File: src/sv/thhtc_pkg.sv
// Package for the thermal head heat time calculator.
// Holds register codes, reset values, widths, the configuration struct and
// the reciprocal constants of the heat time division. No dependencies.
`timescale 1ns / 1ps
`default_nettype none
package thhtc_pkg;

    localparam int BYTES_PER_GROUP_DEF = 8;
    localparam int STROBE_GROUPS_DEF   = 6;
    localparam int NUM_OFFSETS         = 6;
    localparam int GRP_W               = 3;
    localparam int BYTE_W              = 8;
    localparam int BASE_W              = 16;
    localparam int DENS_W              = 8;
    localparam int OFFS_W              = 16;
    localparam int CFG_IDX_W           = 3;
    localparam int HEAT_W              = 18;
    localparam int OUT_TDATA_W         = 24;
    localparam int QUEUE_DEPTH         = 4;

    // Base plus offset, then scaled sum, then magnitude and products.
    localparam int SO_W  = 18;
    localparam int NUM_W = 28;
    localparam int MAG_W = 27;
    localparam int P_W   = MAG_W + DENS_W;
    localparam int DIV_SHIFT = 5;
    localparam int X_W   = P_W - DIV_SHIFT;
    localparam int DIV_K = 42;
    localparam longint DIV_ODD = 3125;
    localparam longint DIV_MUL_L = ((64'sd1 <<< DIV_K) + DIV_ODD - 1) / DIV_ODD;
    localparam int M_W   = 31;
    localparam logic [M_W-1:0] DIV_MUL = M_W'(DIV_MUL_L);
    localparam int PROD_W = X_W + M_W;
    localparam int Q_W    = PROD_W - DIV_K;
    localparam logic [HEAT_W-1:0] HEAT_MAX = '1;
    localparam logic signed [NUM_W-1:0] US_SCALE = NUM_W'(1000);

    localparam logic [CFG_IDX_W-1:0] REG_BASE    = 3'd0;
    localparam logic [CFG_IDX_W-1:0] REG_DENSITY = 3'd1;
    localparam logic [CFG_IDX_W-1:0] REG_OFFSET0 = 3'd2;
    localparam logic [CFG_IDX_W-1:0] REG_OFFSET1 = 3'd3;
    localparam logic [CFG_IDX_W-1:0] REG_OFFSET2 = 3'd4;
    localparam logic [CFG_IDX_W-1:0] REG_OFFSET3 = 3'd5;
    localparam logic [CFG_IDX_W-1:0] REG_OFFSET4 = 3'd6;
    localparam logic [CFG_IDX_W-1:0] REG_OFFSET5 = 3'd7;

    localparam logic [BASE_W-1:0] BASE_RST    = 16'd2000;
    localparam logic [DENS_W-1:0] DENSITY_RST = 8'd100;
    localparam logic [OFFS_W-1:0] OFFSET0_RST = 16'd1000;

    typedef struct packed {
        logic [BASE_W-1:0]                   base;
        logic [DENS_W-1:0]                   density;
        logic [NUM_OFFSETS-1:0][OFFS_W-1:0]  offset;
    } t_cfg;

endpackage
`default_nettype wire

File: src/sv/thhtc_front.sv
// Front part of the heat time calculator: takes line bytes, sums each
// strobe group and hands finished groups to the queue. Uses thhtc_pkg.
`timescale 1ns / 1ps
`default_nettype none
module thhtc_front #(
    parameter int BYTES_PER_GROUP = thhtc_pkg::BYTES_PER_GROUP_DEF,
    parameter int STROBE_GROUPS   = thhtc_pkg::STROBE_GROUPS_DEF,
    parameter int SUM_W           = $clog2(255 * BYTES_PER_GROUP + 1)
) (
    input  wire logic                          i_clk,
    input  wire logic                          i_rst_n,
    input  wire logic                          i_valid,
    input  wire logic [thhtc_pkg::BYTE_W-1:0]  i_byte,
    input  wire logic                          i_queue_full,
    output logic                               o_ready,
    output logic                               o_push,
    output logic [thhtc_pkg::GRP_W-1:0]        o_grp,
    output logic                               o_last,
    output logic [SUM_W-1:0]                   o_sum
);

    localparam int CNT_W = $clog2(BYTES_PER_GROUP + 1);

    logic [CNT_W-1:0]                r_cnt, n_cnt;
    logic [thhtc_pkg::GRP_W-1:0]     r_grp, n_grp;
    logic [SUM_W-1:0]                r_sum, n_sum;
    logic [SUM_W-1:0]                sum_add;
    logic                            take, group_end, line_end;

    assign o_ready   = !i_queue_full;
    assign take      = i_valid && o_ready;
    assign sum_add   = r_sum + SUM_W'(i_byte);
    assign group_end = (r_cnt == CNT_W'(BYTES_PER_GROUP - 1));
    assign line_end  = (r_grp == thhtc_pkg::GRP_W'(STROBE_GROUPS - 1));

    assign o_push = take && group_end;
    assign o_grp  = r_grp;
    assign o_last = line_end;
    assign o_sum  = sum_add;

    always_comb begin
        n_cnt = r_cnt;
        n_grp = r_grp;
        n_sum = r_sum;
        if (take) begin
            if (group_end) begin
                n_cnt = '0;
                n_sum = '0;
                n_grp = line_end ? '0 : r_grp + 1'b1;
            end else begin
                n_cnt = r_cnt + 1'b1;
                n_sum = sum_add;
            end
        end
    end

    always_ff @(posedge i_clk) begin
        if (!i_rst_n) begin
            r_cnt <= '0;
            r_grp <= '0;
            r_sum <= '0;
        end else begin
            r_cnt <= n_cnt;
            r_grp <= n_grp;
            r_sum <= n_sum;
        end
    end

endmodule
`default_nettype wire

File: src/sv/thhtc_queue.sv
// Short first-in first-out queue between the front and back parts.
// Holds finished groups; uses thhtc_pkg for its default depth.
`timescale 1ns / 1ps
`default_nettype none
module thhtc_queue #(
    parameter int WIDTH = 8,
    parameter int DEPTH = thhtc_pkg::QUEUE_DEPTH
) (
    input  wire logic             i_clk,
    input  wire logic             i_rst_n,
    input  wire logic             i_push,
    input  wire logic [WIDTH-1:0] i_data,
    input  wire logic             i_pop,
    output logic [WIDTH-1:0]      o_data,
    output logic                  o_empty,
    output logic                  o_full
);

    localparam int PTR_W = $clog2(DEPTH);
    localparam int CNT_W = $clog2(DEPTH + 1);

    logic [WIDTH-1:0] r_mem [DEPTH];
    logic [PTR_W-1:0] r_wr, r_rd;
    logic [CNT_W-1:0] r_cnt;

    assign o_empty = (r_cnt == '0);
    assign o_full  = (r_cnt == CNT_W'(DEPTH));
    assign o_data  = r_mem[r_rd];

    always_ff @(posedge i_clk) begin
        if (i_push) begin
            r_mem[r_wr] <= i_data;
        end
    end

    always_ff @(posedge i_clk) begin
        if (!i_rst_n) begin
            r_wr  <= '0;
            r_rd  <= '0;
            r_cnt <= '0;
        end else begin
            if (i_push) begin
                r_wr <= (r_wr == PTR_W'(DEPTH - 1)) ? '0 : r_wr + 1'b1;
            end
            if (i_pop) begin
                r_rd <= (r_rd == PTR_W'(DEPTH - 1)) ? '0 : r_rd + 1'b1;
            end
            if (i_push && !i_pop) begin
                r_cnt <= r_cnt + 1'b1;
            end else if (!i_push && i_pop) begin
                r_cnt <= r_cnt - 1'b1;
            end
        end
    end

endmodule
`default_nettype wire

File: src/sv/thhtc_back.sv
// Back part of the heat time calculator: a stalling pipeline that squares
// the group sum, applies base, offset and density, and divides by 100000.
// Uses thhtc_pkg; fed by thhtc_queue.
`timescale 1ns / 1ps
`default_nettype none
module thhtc_back #(
    parameter int SUM_W = 11
) (
    input  wire logic                              i_clk,
    input  wire logic                              i_rst_n,
    input  wire thhtc_pkg::t_cfg                   i_cfg,
    input  wire logic                              i_q_empty,
    input  wire logic [thhtc_pkg::GRP_W-1:0]       i_grp,
    input  wire logic                              i_last,
    input  wire logic [SUM_W-1:0]                  i_sum,
    output logic                                   o_pop,
    output logic                                   o_valid,
    input  wire logic                              i_ready,
    output logic [thhtc_pkg::GRP_W-1:0]            o_grp,
    output logic [thhtc_pkg::HEAT_W-1:0]           o_heat,
    output logic                                   o_last
);

    localparam int SQ_W = 2 * SUM_W;

    logic adv;

    logic                                   r_v1, r_v2, r_v3, r_v4, r_vo;
    logic [thhtc_pkg::GRP_W-1:0]            r_g1, r_g2, r_g3, r_g4, r_go;
    logic                                   r_l1, r_l2, r_l3, r_l4, r_lo;
    logic signed [thhtc_pkg::SO_W-1:0]      r_so;
    logic [SQ_W-1:0]                        r_sq;
    logic [thhtc_pkg::MAG_W-1:0]            r_mag;
    logic [thhtc_pkg::X_W-1:0]              r_x;
    logic [thhtc_pkg::Q_W-1:0]              r_q;
    logic [thhtc_pkg::HEAT_W-1:0]           r_heat;

    logic signed [thhtc_pkg::OFFS_W-1:0]    off;
    logic signed [thhtc_pkg::SO_W-1:0]      so_sum;
    logic signed [thhtc_pkg::NUM_W-1:0]     num;
    logic [thhtc_pkg::P_W-1:0]              prod_d;
    logic [thhtc_pkg::PROD_W-1:0]           prod_m;

    assign adv   = !r_vo || i_ready;
    assign o_pop = adv && !i_q_empty;

    always_comb begin
        if (i_grp < thhtc_pkg::GRP_W'(thhtc_pkg::NUM_OFFSETS)) begin
            off = $signed(i_cfg.offset[i_grp]);
        end else begin
            off = '0;
        end
    end

    assign so_sum = $signed({2'b00, i_cfg.base})
                  + $signed({{(thhtc_pkg::SO_W - thhtc_pkg::OFFS_W){off[thhtc_pkg::OFFS_W-1]}},
                             off});

    assign num = $signed({{(thhtc_pkg::NUM_W - thhtc_pkg::SO_W){r_so[thhtc_pkg::SO_W-1]}}, r_so})
               * thhtc_pkg::US_SCALE
               + $signed({{(thhtc_pkg::NUM_W - SQ_W){1'b0}}, r_sq});

    assign prod_d = thhtc_pkg::P_W'(r_mag) * thhtc_pkg::P_W'(i_cfg.density);
    assign prod_m = thhtc_pkg::PROD_W'(r_x) * thhtc_pkg::PROD_W'(thhtc_pkg::DIV_MUL);

    always_ff @(posedge i_clk) begin
        if (adv) begin
            r_so  <= so_sum;
            r_sq  <= SQ_W'(i_sum) * SQ_W'(i_sum);
            r_mag <= (num > 0) ? num[thhtc_pkg::MAG_W-1:0] : '0;
            r_x   <= prod_d[thhtc_pkg::P_W-1:thhtc_pkg::DIV_SHIFT];
            r_q   <= prod_m[thhtc_pkg::PROD_W-1:thhtc_pkg::DIV_K];
            r_heat <= r_q[thhtc_pkg::Q_W-1] ? thhtc_pkg::HEAT_MAX
                                            : r_q[thhtc_pkg::HEAT_W-1:0];
            r_g1 <= i_grp;
            r_l1 <= i_last;
            r_g2 <= r_g1;
            r_l2 <= r_l1;
            r_g3 <= r_g2;
            r_l3 <= r_l2;
            r_g4 <= r_g3;
            r_l4 <= r_l3;
            r_go <= r_g4;
            r_lo <= r_l4;
        end
    end

    always_ff @(posedge i_clk) begin
        if (!i_rst_n) begin
            r_v1 <= 1'b0;
            r_v2 <= 1'b0;
            r_v3 <= 1'b0;
            r_v4 <= 1'b0;
            r_vo <= 1'b0;
        end else if (adv) begin
            r_v1 <= !i_q_empty;
            r_v2 <= r_v1;
            r_v3 <= r_v2;
            r_v4 <= r_v3;
            r_vo <= r_v4;
        end
    end

    assign o_valid = r_vo;
    assign o_grp   = r_go;
    assign o_heat  = r_heat;
    assign o_last  = r_lo;

endmodule
`default_nettype wire

File: src/sv/thermal_head_heat_time_calc_unit.sv
// Top level of the thermal head heat time calculator: configuration
// registers, front, queue and back. Uses thhtc_pkg and the thhtc_* modules.
//
//  Channel   Direction  Payload (lowest bit first)              Handshake
//  s_axis    in         tdata[7:0] line_byte                    tvalid/tready
//  m_axis    out        tdata[2:0] group_index, [20:3] heat_us  tvalid/tready
//                       tlast line_done
//  cfg       in         index 0..7, data 16 bits                write enable
//
// One line byte is taken each cycle while tready is high. A heat time passes
// from the queue through the five-stage multiply and divide pipeline to the
// output. A stalled output holds the pipeline, the queue then fills and tready
// drops. Reset is synchronous and returns the configuration registers to
// their default values.
`timescale 1ns / 1ps
`default_nettype none
module thermal_head_heat_time_calc_unit #(
    parameter int BYTES_PER_GROUP = thhtc_pkg::BYTES_PER_GROUP_DEF,
    parameter int STROBE_GROUPS   = thhtc_pkg::STROBE_GROUPS_DEF
) (
    input  wire logic                                 i_clk,
    input  wire logic                                 i_rst_n,
    input  wire logic                                 i_s_axis_tvalid,
    output logic                                      o_s_axis_tready,
    input  wire logic [thhtc_pkg::BYTE_W-1:0]         i_s_axis_tdata,   // line_byte
    output logic                                      o_m_axis_tvalid,
    input  wire logic                                 i_m_axis_tready,
    output logic [thhtc_pkg::OUT_TDATA_W-1:0]         o_m_axis_tdata,   // group_index, heat_time_us
    output logic                                      o_m_axis_tlast,
    input  wire logic                                 i_cfg_we,
    input  wire logic [thhtc_pkg::CFG_IDX_W-1:0]      i_cfg_index,
    input  wire logic [thhtc_pkg::OFFS_W-1:0]         i_cfg_data
);

    localparam int SUM_W = $clog2(255 * BYTES_PER_GROUP + 1);
    localparam int Q_DW  = thhtc_pkg::GRP_W + 1 + SUM_W;

    thhtc_pkg::t_cfg r_cfg;

    logic                          push, pop, q_empty, q_full;
    logic [thhtc_pkg::GRP_W-1:0]   f_grp, b_grp, o_grp;
    logic                          f_last, b_last;
    logic [SUM_W-1:0]              f_sum, b_sum;
    logic [Q_DW-1:0]               q_out;
    logic [thhtc_pkg::HEAT_W-1:0]  o_heat;

    always_ff @(posedge i_clk) begin
        if (!i_rst_n) begin
            r_cfg.base    <= thhtc_pkg::BASE_RST;
            r_cfg.density <= thhtc_pkg::DENSITY_RST;
            r_cfg.offset  <= {{((thhtc_pkg::NUM_OFFSETS - 1) * thhtc_pkg::OFFS_W){1'b0}},
                              thhtc_pkg::OFFSET0_RST};
        end else if (i_cfg_we) begin
            unique case (i_cfg_index)
                thhtc_pkg::REG_BASE:    r_cfg.base      <= i_cfg_data;
                thhtc_pkg::REG_DENSITY: r_cfg.density   <= i_cfg_data[thhtc_pkg::DENS_W-1:0];
                thhtc_pkg::REG_OFFSET0: r_cfg.offset[0] <= i_cfg_data;
                thhtc_pkg::REG_OFFSET1: r_cfg.offset[1] <= i_cfg_data;
                thhtc_pkg::REG_OFFSET2: r_cfg.offset[2] <= i_cfg_data;
                thhtc_pkg::REG_OFFSET3: r_cfg.offset[3] <= i_cfg_data;
                thhtc_pkg::REG_OFFSET4: r_cfg.offset[4] <= i_cfg_data;
                thhtc_pkg::REG_OFFSET5: r_cfg.offset[5] <= i_cfg_data;
                default: ;
            endcase
        end
    end

    thhtc_front #(
        .BYTES_PER_GROUP (BYTES_PER_GROUP),
        .STROBE_GROUPS   (STROBE_GROUPS),
        .SUM_W           (SUM_W)
    ) u_front (
        .i_clk        (i_clk),
        .i_rst_n      (i_rst_n),
        .i_valid      (i_s_axis_tvalid),
        .i_byte       (i_s_axis_tdata),
        .i_queue_full (q_full),
        .o_ready      (o_s_axis_tready),
        .o_push       (push),
        .o_grp        (f_grp),
        .o_last       (f_last),
        .o_sum        (f_sum)
    );

    thhtc_queue #(
        .WIDTH (Q_DW),
        .DEPTH (thhtc_pkg::QUEUE_DEPTH)
    ) u_queue (
        .i_clk   (i_clk),
        .i_rst_n (i_rst_n),
        .i_push  (push),
        .i_data  ({f_grp, f_last, f_sum}),
        .i_pop   (pop),
        .o_data  (q_out),
        .o_empty (q_empty),
        .o_full  (q_full)
    );

    assign {b_grp, b_last, b_sum} = q_out;

    thhtc_back #(
        .SUM_W (SUM_W)
    ) u_back (
        .i_clk     (i_clk),
        .i_rst_n   (i_rst_n),
        .i_cfg     (r_cfg),
        .i_q_empty (q_empty),
        .i_grp     (b_grp),
        .i_last    (b_last),
        .i_sum     (b_sum),
        .o_pop     (pop),
        .o_valid   (o_m_axis_tvalid),
        .i_ready   (i_m_axis_tready),
        .o_grp     (o_grp),
        .o_heat    (o_heat),
        .o_last    (o_m_axis_tlast)
    );

    assign o_m_axis_tdata = {3'b000, o_heat, o_grp};

endmodule
`default_nettype wire

File: config.mk
export PLATFORM = sky130hd
export DESIGN_NAME = thermal_head_heat_time_calc_unit
export DESIGN_NICKNAME = d
export VERILOG_FILES = /design/src/sv/thhtc_pkg.sv /design/src/sv/thhtc_front.sv /design/src/sv/thhtc_queue.sv /design/src/sv/thhtc_back.sv /design/src/sv/thermal_head_heat_time_calc_unit.sv
export SDC_FILE = /design/constraint.sdc
export NUM_CORES = 2
export LEC_CHECK = 0
export BUFFER_PORTS_ARGS = -buffer_cell sky130_fd_sc_hd__buf_2
export CAP_MARGIN = 15
export CORE_MARGIN = 3
export CORE_UTILIZATION = 30
export CTS_CLUSTER_SIZE = 28
export DETAILED_ROUTE_END_ITERATION = 8
export PLACE_DENSITY = 0.41
export SKIP_CTS_REPAIR_TIMING = 1
export SLEW_MARGIN = 20
export SYNTH_ARGS = -nofsm -noshare
export SYNTH_HDL_FRONTEND = slang
export SYNTH_SLANG_ARGS = --single-unit
File: constraint.sdc
create_clock -name i_clk -period 8.2 [get_ports i_clk]
set_input_delay 0.82 -clock i_clk [delete_from_list [all_inputs] [get_ports i_clk]]
set_output_delay 0.82 -clock i_clk [all_outputs]
set_load 0.02 [all_outputs]
---- Word level (Yosys, flattened, before mapping) ----
Memory sizes are Yosys's and may differ from the RTL's. A register that Yosys moved wholly into a read port is not among the register bits.
Cells that the tools add are included.
word-level totals
  register bits after elaboration ......... 304
  bits in latches ......................... 0
  RAM bits ................................ 60
  ROM bits ................................ 0
  input bits .............................. 32
  output and inout bits ................... 27
  logic and storage cells ................. 101
  memories kept ........................... 1
memory list
  memory         words  width  read ports  clocked after memory_dff  write ports  RTL line           source
  u_queue.r_mem  4      15     1           1                         1            thhtc_queue.sv:22  logic [WIDTH-1:0] r_mem [DEPTH];
cells by class
  $add $sub $neg .......................... 9
  multipliers ............................. 4
  div/mod/pow operators ................... 0
  magnitude comparators ................... 3
  eq/ne operators ......................... 12
  shift-type cells ........................ 0
  muxes and demuxes ....................... 14
  bitwise logic cells ..................... 0
  reduce and logical (&&, ||, !) cells .... 23
operators with widths
  operator                number
  $mul 30x29->59 const B  1
  $bmux 16 s3             1
  $mul 27x8->35           1
  $mux 16                 2
  $add 28x23->28          1
  $gt 28x1->1 const B     1
  $mul 18x8->25 const B   1
  $mul 11x11->22          1
  $add 17x16->18          1
  $eq 3x3->1 const B      6
  $reduce_and 2->1        9
  $add 11x8->11           1
  $mux 11                 1
  $mux 3                  3
  $mux 2                  4
  $add 3x1->3 const B     2
  $eq 3x2->1 const B      2
  $logic_not 3->1         2
  $logic_and 1x1->1       5
  $logic_not 1->1         5
  $add 2x1->2 const B     2
  $add 4x1->4 const B     1
  $eq 2x2->1 const B      2
  $eq 4x3->1 const B      1
  other kinds (8)         9

---- Longest topological paths before layout ----
  depth after elaboration ................. 8
  depth in mapped cells ................... 26
  gate-level depth less buffers ........... 25

---- Hierarchy ----
From an unflattened synthesis, not the netlist that was laid out.
unflattened totals
  cell total of the unflattened synthesis .. 4051
  area total of the unflattened synthesis .. 42719.7 µm²
modules (own cells, without submodules)
  module                            times used  cells an instance  area each (µm²)  sequential area each (µm²)
  thhtc_back                        1           3355               34366.7          4664.5
  thermal_head_heat_time_calc_unit  1           432                4488.1           2402.3
  thhtc_queue                       1           122                2652.5           1981.9
  thhtc_front                       1           142                1212.4           360.3

---- Worst setup path after synthesis ----
OpenSTA, ideal clock, no wires.
  kind .................................... register -> register
  from .................................... register u_back.r_x[14] (netlist name)
  to ...................................... register u_back.r_q[17] (netlist name), data pin
  library setup time ...................... 258 ps
  arrival time ............................ 6755 ps
  required time ........................... 7942 ps
  setup slack ............................. 1187 ps
  stages on the path, launching flop included .. 24
  buffers on the path ..................... 0
  clock period less this slack ............ 7013 ps
  cells stage by stage .................... edfxtp_1 ha_1 fa_1 inv_1 fa_1 fa_1 fa_1 inv_1 fa_1 inv_1 fa_1 inv_1 fa_1 ha_1 nand4_1 nor4_1 nand3_1 a31oi_1 o211ai_1 o21ai_1 a41oi_1 o211ai_1 a21oi_1 xnor2_1
on the way
  word-level cells in the longest chain between the ends .. 1
ends and longest elaborated chain
  item                        RTL line          source
  start: declaration          thhtc_back.sv:34  logic [thhtc_pkg::X_W-1:0] r_x;
  start signal: assignment    thhtc_back.sv:71  r_x <= prod_d[thhtc_pkg::P_W-1:thhtc_pkg::DIV_SHIFT];
  $mul 30x29->59              thhtc_back.sv:64  assign prod_m = thhtc_pkg::PROD_W'(r_x) * thhtc_pkg::PROD_W'(thhtc_pkg::DIV_MUL);
  via u_back.prod_m, one bit  thhtc_back.sv:42  logic [thhtc_pkg::PROD_W-1:0] prod_m;
  end signal: assignment      thhtc_back.sv:72  r_q <= prod_m[thhtc_pkg::PROD_W-1:thhtc_pkg::DIV_K];
  end: declaration            thhtc_back.sv:35  logic [thhtc_pkg::Q_W-1:0] r_q;
The timed path passes the listed nets, and every way through them passes these cells.
A chain may end at the register's enable or synchronous reset.

---- Final worst setup path ----
  from .................................... register u_back.r_x[5] (netlist name)
  to ...................................... register u_back.r_q[18] (netlist name), data pin
Same word-level chain as after synthesis.

==> out/results.tsv <==
stage	metric	value	unit
flow_run	drv_cap	0	
floorplanning	fp.dieW	383	um
worst_hold_path	hold_path_startpoint	u_back.r_l3$_DFFE_PP_	
critical_path	max_stage_delay	0.78	ns
critical_path	required	8.56	ns
synth	syn_avg_cell_area	10.2	um2
layout	finalNonFillerCells	6164	
floorplanning	fp.dieH	383	um
floorplanning	dieArea	147000	um2
outcome	outcome	finished, final reports clean	
critical_path	path_max_fanout	12	
timing	fin_skew	0.0386	ns
layout	syn_to_final_growth	9.97	%
layout	nNetsFinal	5501	
clock_network	cts_buffer_depth	3	
drt	wire_per_inst	16.6	um
timing	slew_headroom	28.8	%
global_route	antenna_found_initial	0	
synth	synth_commonest_cells	inv_1 (922), ha_1 (611), fa_1 (610), nand2_1 (480), edfxtp_1 (212)	
drt	drtAntennaViolNets	0	
global_route	grt_pass1_vias	30057	
synth	yosysWarnings	0	
timing	period_share	93.0	%
critical_path	crit_type	flip-flop to flip-flop	
worst_hold_path	hold_depth	0	
placement	gp_congestion	0.806	
floorplanning	core_region_area	140000	um2
critical_path	cp_top_family	adder cells	
placement	dp.cells	6074	
critical_path	timing.rr.end	u_back.r_q[18]$_DFFE_PP_	
critical_path	cp-end-kind	flip-flop	
synth	synth_flop_cell	edfxtp_1	
drt	viasPerCell	4.44	
critical_path	reg2regPathDepth	25	
placement	place_area	45300	um2
synth	synth.top_cell.area_share	28.6	%
timing	fin_crit	7.63	ns
layout	fillCellCount	14526	
global_route	grtUsageTotal	14.3	%
drt	wl	102	mm
global_route	grt_pass1_wl	167	mm
clock_network	cts_tree	built	
timing	setup_violations	0	
layout	seq_area	9410	um2
critical_path	arrival	7.99	ns
synth	synth_edf_count	212	
synth	synth_most_common_cell	inv_1	
drt	drc	0	
synth	syn_area	42600	um2
clock_network	numCtsBuffers	48	
placement	portBuffers	55	
critical_path	r2r-start	u_back.r_x[5]$_DFFE_PP_	
synth	ys_ff_latch	364	
global_route	grt_max_degree	79	
layout	drive_gt1_share	6.30	%
drt	dr.pass1.iters	6	
floorplanning	start_util	30.4	%
critical_path	cpMostUsedCell	fa_1	
floorplanning	ios	59	
synth	post_synth_num_cell_types	81	
drt	vias	27352	
worst_hold_path	hold_class	flip-flop to flip-flop	
critical_path	r2r_slack	0.57	ns
critical_path	startpoint	u_back.r_x[5]$_DFFE_PP_	
drt	dr.first_iter.drc_count	959	
layout	design_area	46900	um2
timing	final.setup.tns	0	ns
synth	syn_inst	4187	
synth	synth_async_sr_flop_share	0	%
timing	whs	0.417	ns
timing	rsz0062_at_grt	false	
timing	max_freq	131	MHz
critical_path	crit_path_start_kind	flip-flop	
clock_network	htree_levels	2	
layout	multi_input_area	29400	um2
timing	hold_violations	0	
global_route	overflow	0	
clock_network	cts_root_buf	clkbuf_16	
synth	seq_area_frac_synth	22.1	%
clock_network	cts.sinks	364	
timing	tightest_slew	1.07	ns
synth	ys_top_cells_by_area	fa_1 (29%), ha_1 (18%), edfxtp_1 (15%)	
placement	hpwlAfterDp	83.7	mm
timing	finalMaxSlewViolations	0	
critical_path	crit_slowest_cell	edfxtp_1	
clock_network	clkLatencyLatePin	0.63	ns
critical_path	timing.critical_path.buf_inv	7	
layout	n_antenna_cell	0	
clock_network	clk_pin_slew_worst_paths	0.06	ns
synth	synth.largest_area_cell	fa_1	
worst_hold_path	min_to	u_back.r_l4$_DFFE_PP_	
floorplanning	rows	137	
==> per-layer routing <==
layer	part of all wire, %	GRT usage (%)	vias up	wire length (um)
li1	-	-	13459	-
met1	45	18.2	13548	45700
met2	51	25.9	242	51900
met3	2.5	1.65	103	2560
met4	2.1	3.24	0	2200
met5	0	0	-	0
==> layout by cell type (no fill, tap or decap), types with 51 or more instances in the layout <==
cell / n
inv_1: 921
ha_1: 611
fa_1: 610
nand2_1: 480
edfxtp_1: 212
dfxtp_1: 151
and2_1: 126
a21boi_0: 119
nor2_1: 115
a21oi_1: 95
xnor2_1: 85
o21ai_0: 74
buf_2: 54
clkbuf_16: 51
==> cells by family after synthesis <==
| family | share of synthesized area, % |
|---|---|
| compound gates | 7.31 |
| simple gates | 10.2 |
| mux | 2.11 |
| fa+ha+maj | 46.6 |
| buf+inv | 9.02 |
| other cells | 0.0176 |
| xor+xnor | 2.70 |
| flops | 22.1 |
==> how the worst max path moves through the flow <==
stage          cells past startpoint                  endpoint  slack (ns)
6_report                          25  u_back.r_q[18]$_DFFE_PP_        0.57
5_1_grt                           26  u_back.r_q[15]$_DFFE_PP_        0.08
4_1_cts                           22  u_back.r_q[18]$_DFFE_PP_        0.51
3_5_place_dp                      25  u_back.r_q[18]$_DFFE_PP_        0.56
3_3_place_gp                      26  u_back.r_q[15]$_DFFE_PP_        0.62
2_1_floorplan                     23  u_back.r_q[17]$_DFFE_PP_        1.19
==> sequential cells by signal, indices dropped and copies added, names as in the netlist, 2 cells and up, named ones only <==
register,count
r_cfg,120
u_back.o_grp,3
u_back.o_heat,18
u_back.r_g1,3
u_back.r_g2,3
u_back.r_g3,3
u_back.r_g4,3
u_back.r_mag,26
u_back.r_q,19
u_back.r_so,18
u_back.r_sq,21
u_back.r_x,30
u_front.o_grp,3
u_front.r_cnt,4
u_front.r_sum,11
u_queue.r_cnt,3
u_queue.r_mem,60
u_queue.r_rd,2
u_queue.r_wr,2
==> cell type report <==
cell class,count,area share [%]
inverters,922,7.39
well taps,1876,5.00
flip-flops and latches,364,20.1
repair buffers,102,1.34
multi-input cells,2810,62.7
clock buffers,68,3.01
clock inverters,22,0.456
==> per-stage QoR <==
step                      util (%)  worst slack [ns]
after floorplan                  -              1.19
after global routing          33.4            0.0837
after CTS                     33.4             0.511
final                         33.4             0.574
after detailed placement      32.2             0.556
after global placement        32.2             0.623
Power is not shown: default switching activity piles up to over one toggle a cycle in this logic, so the estimate is an artifact.
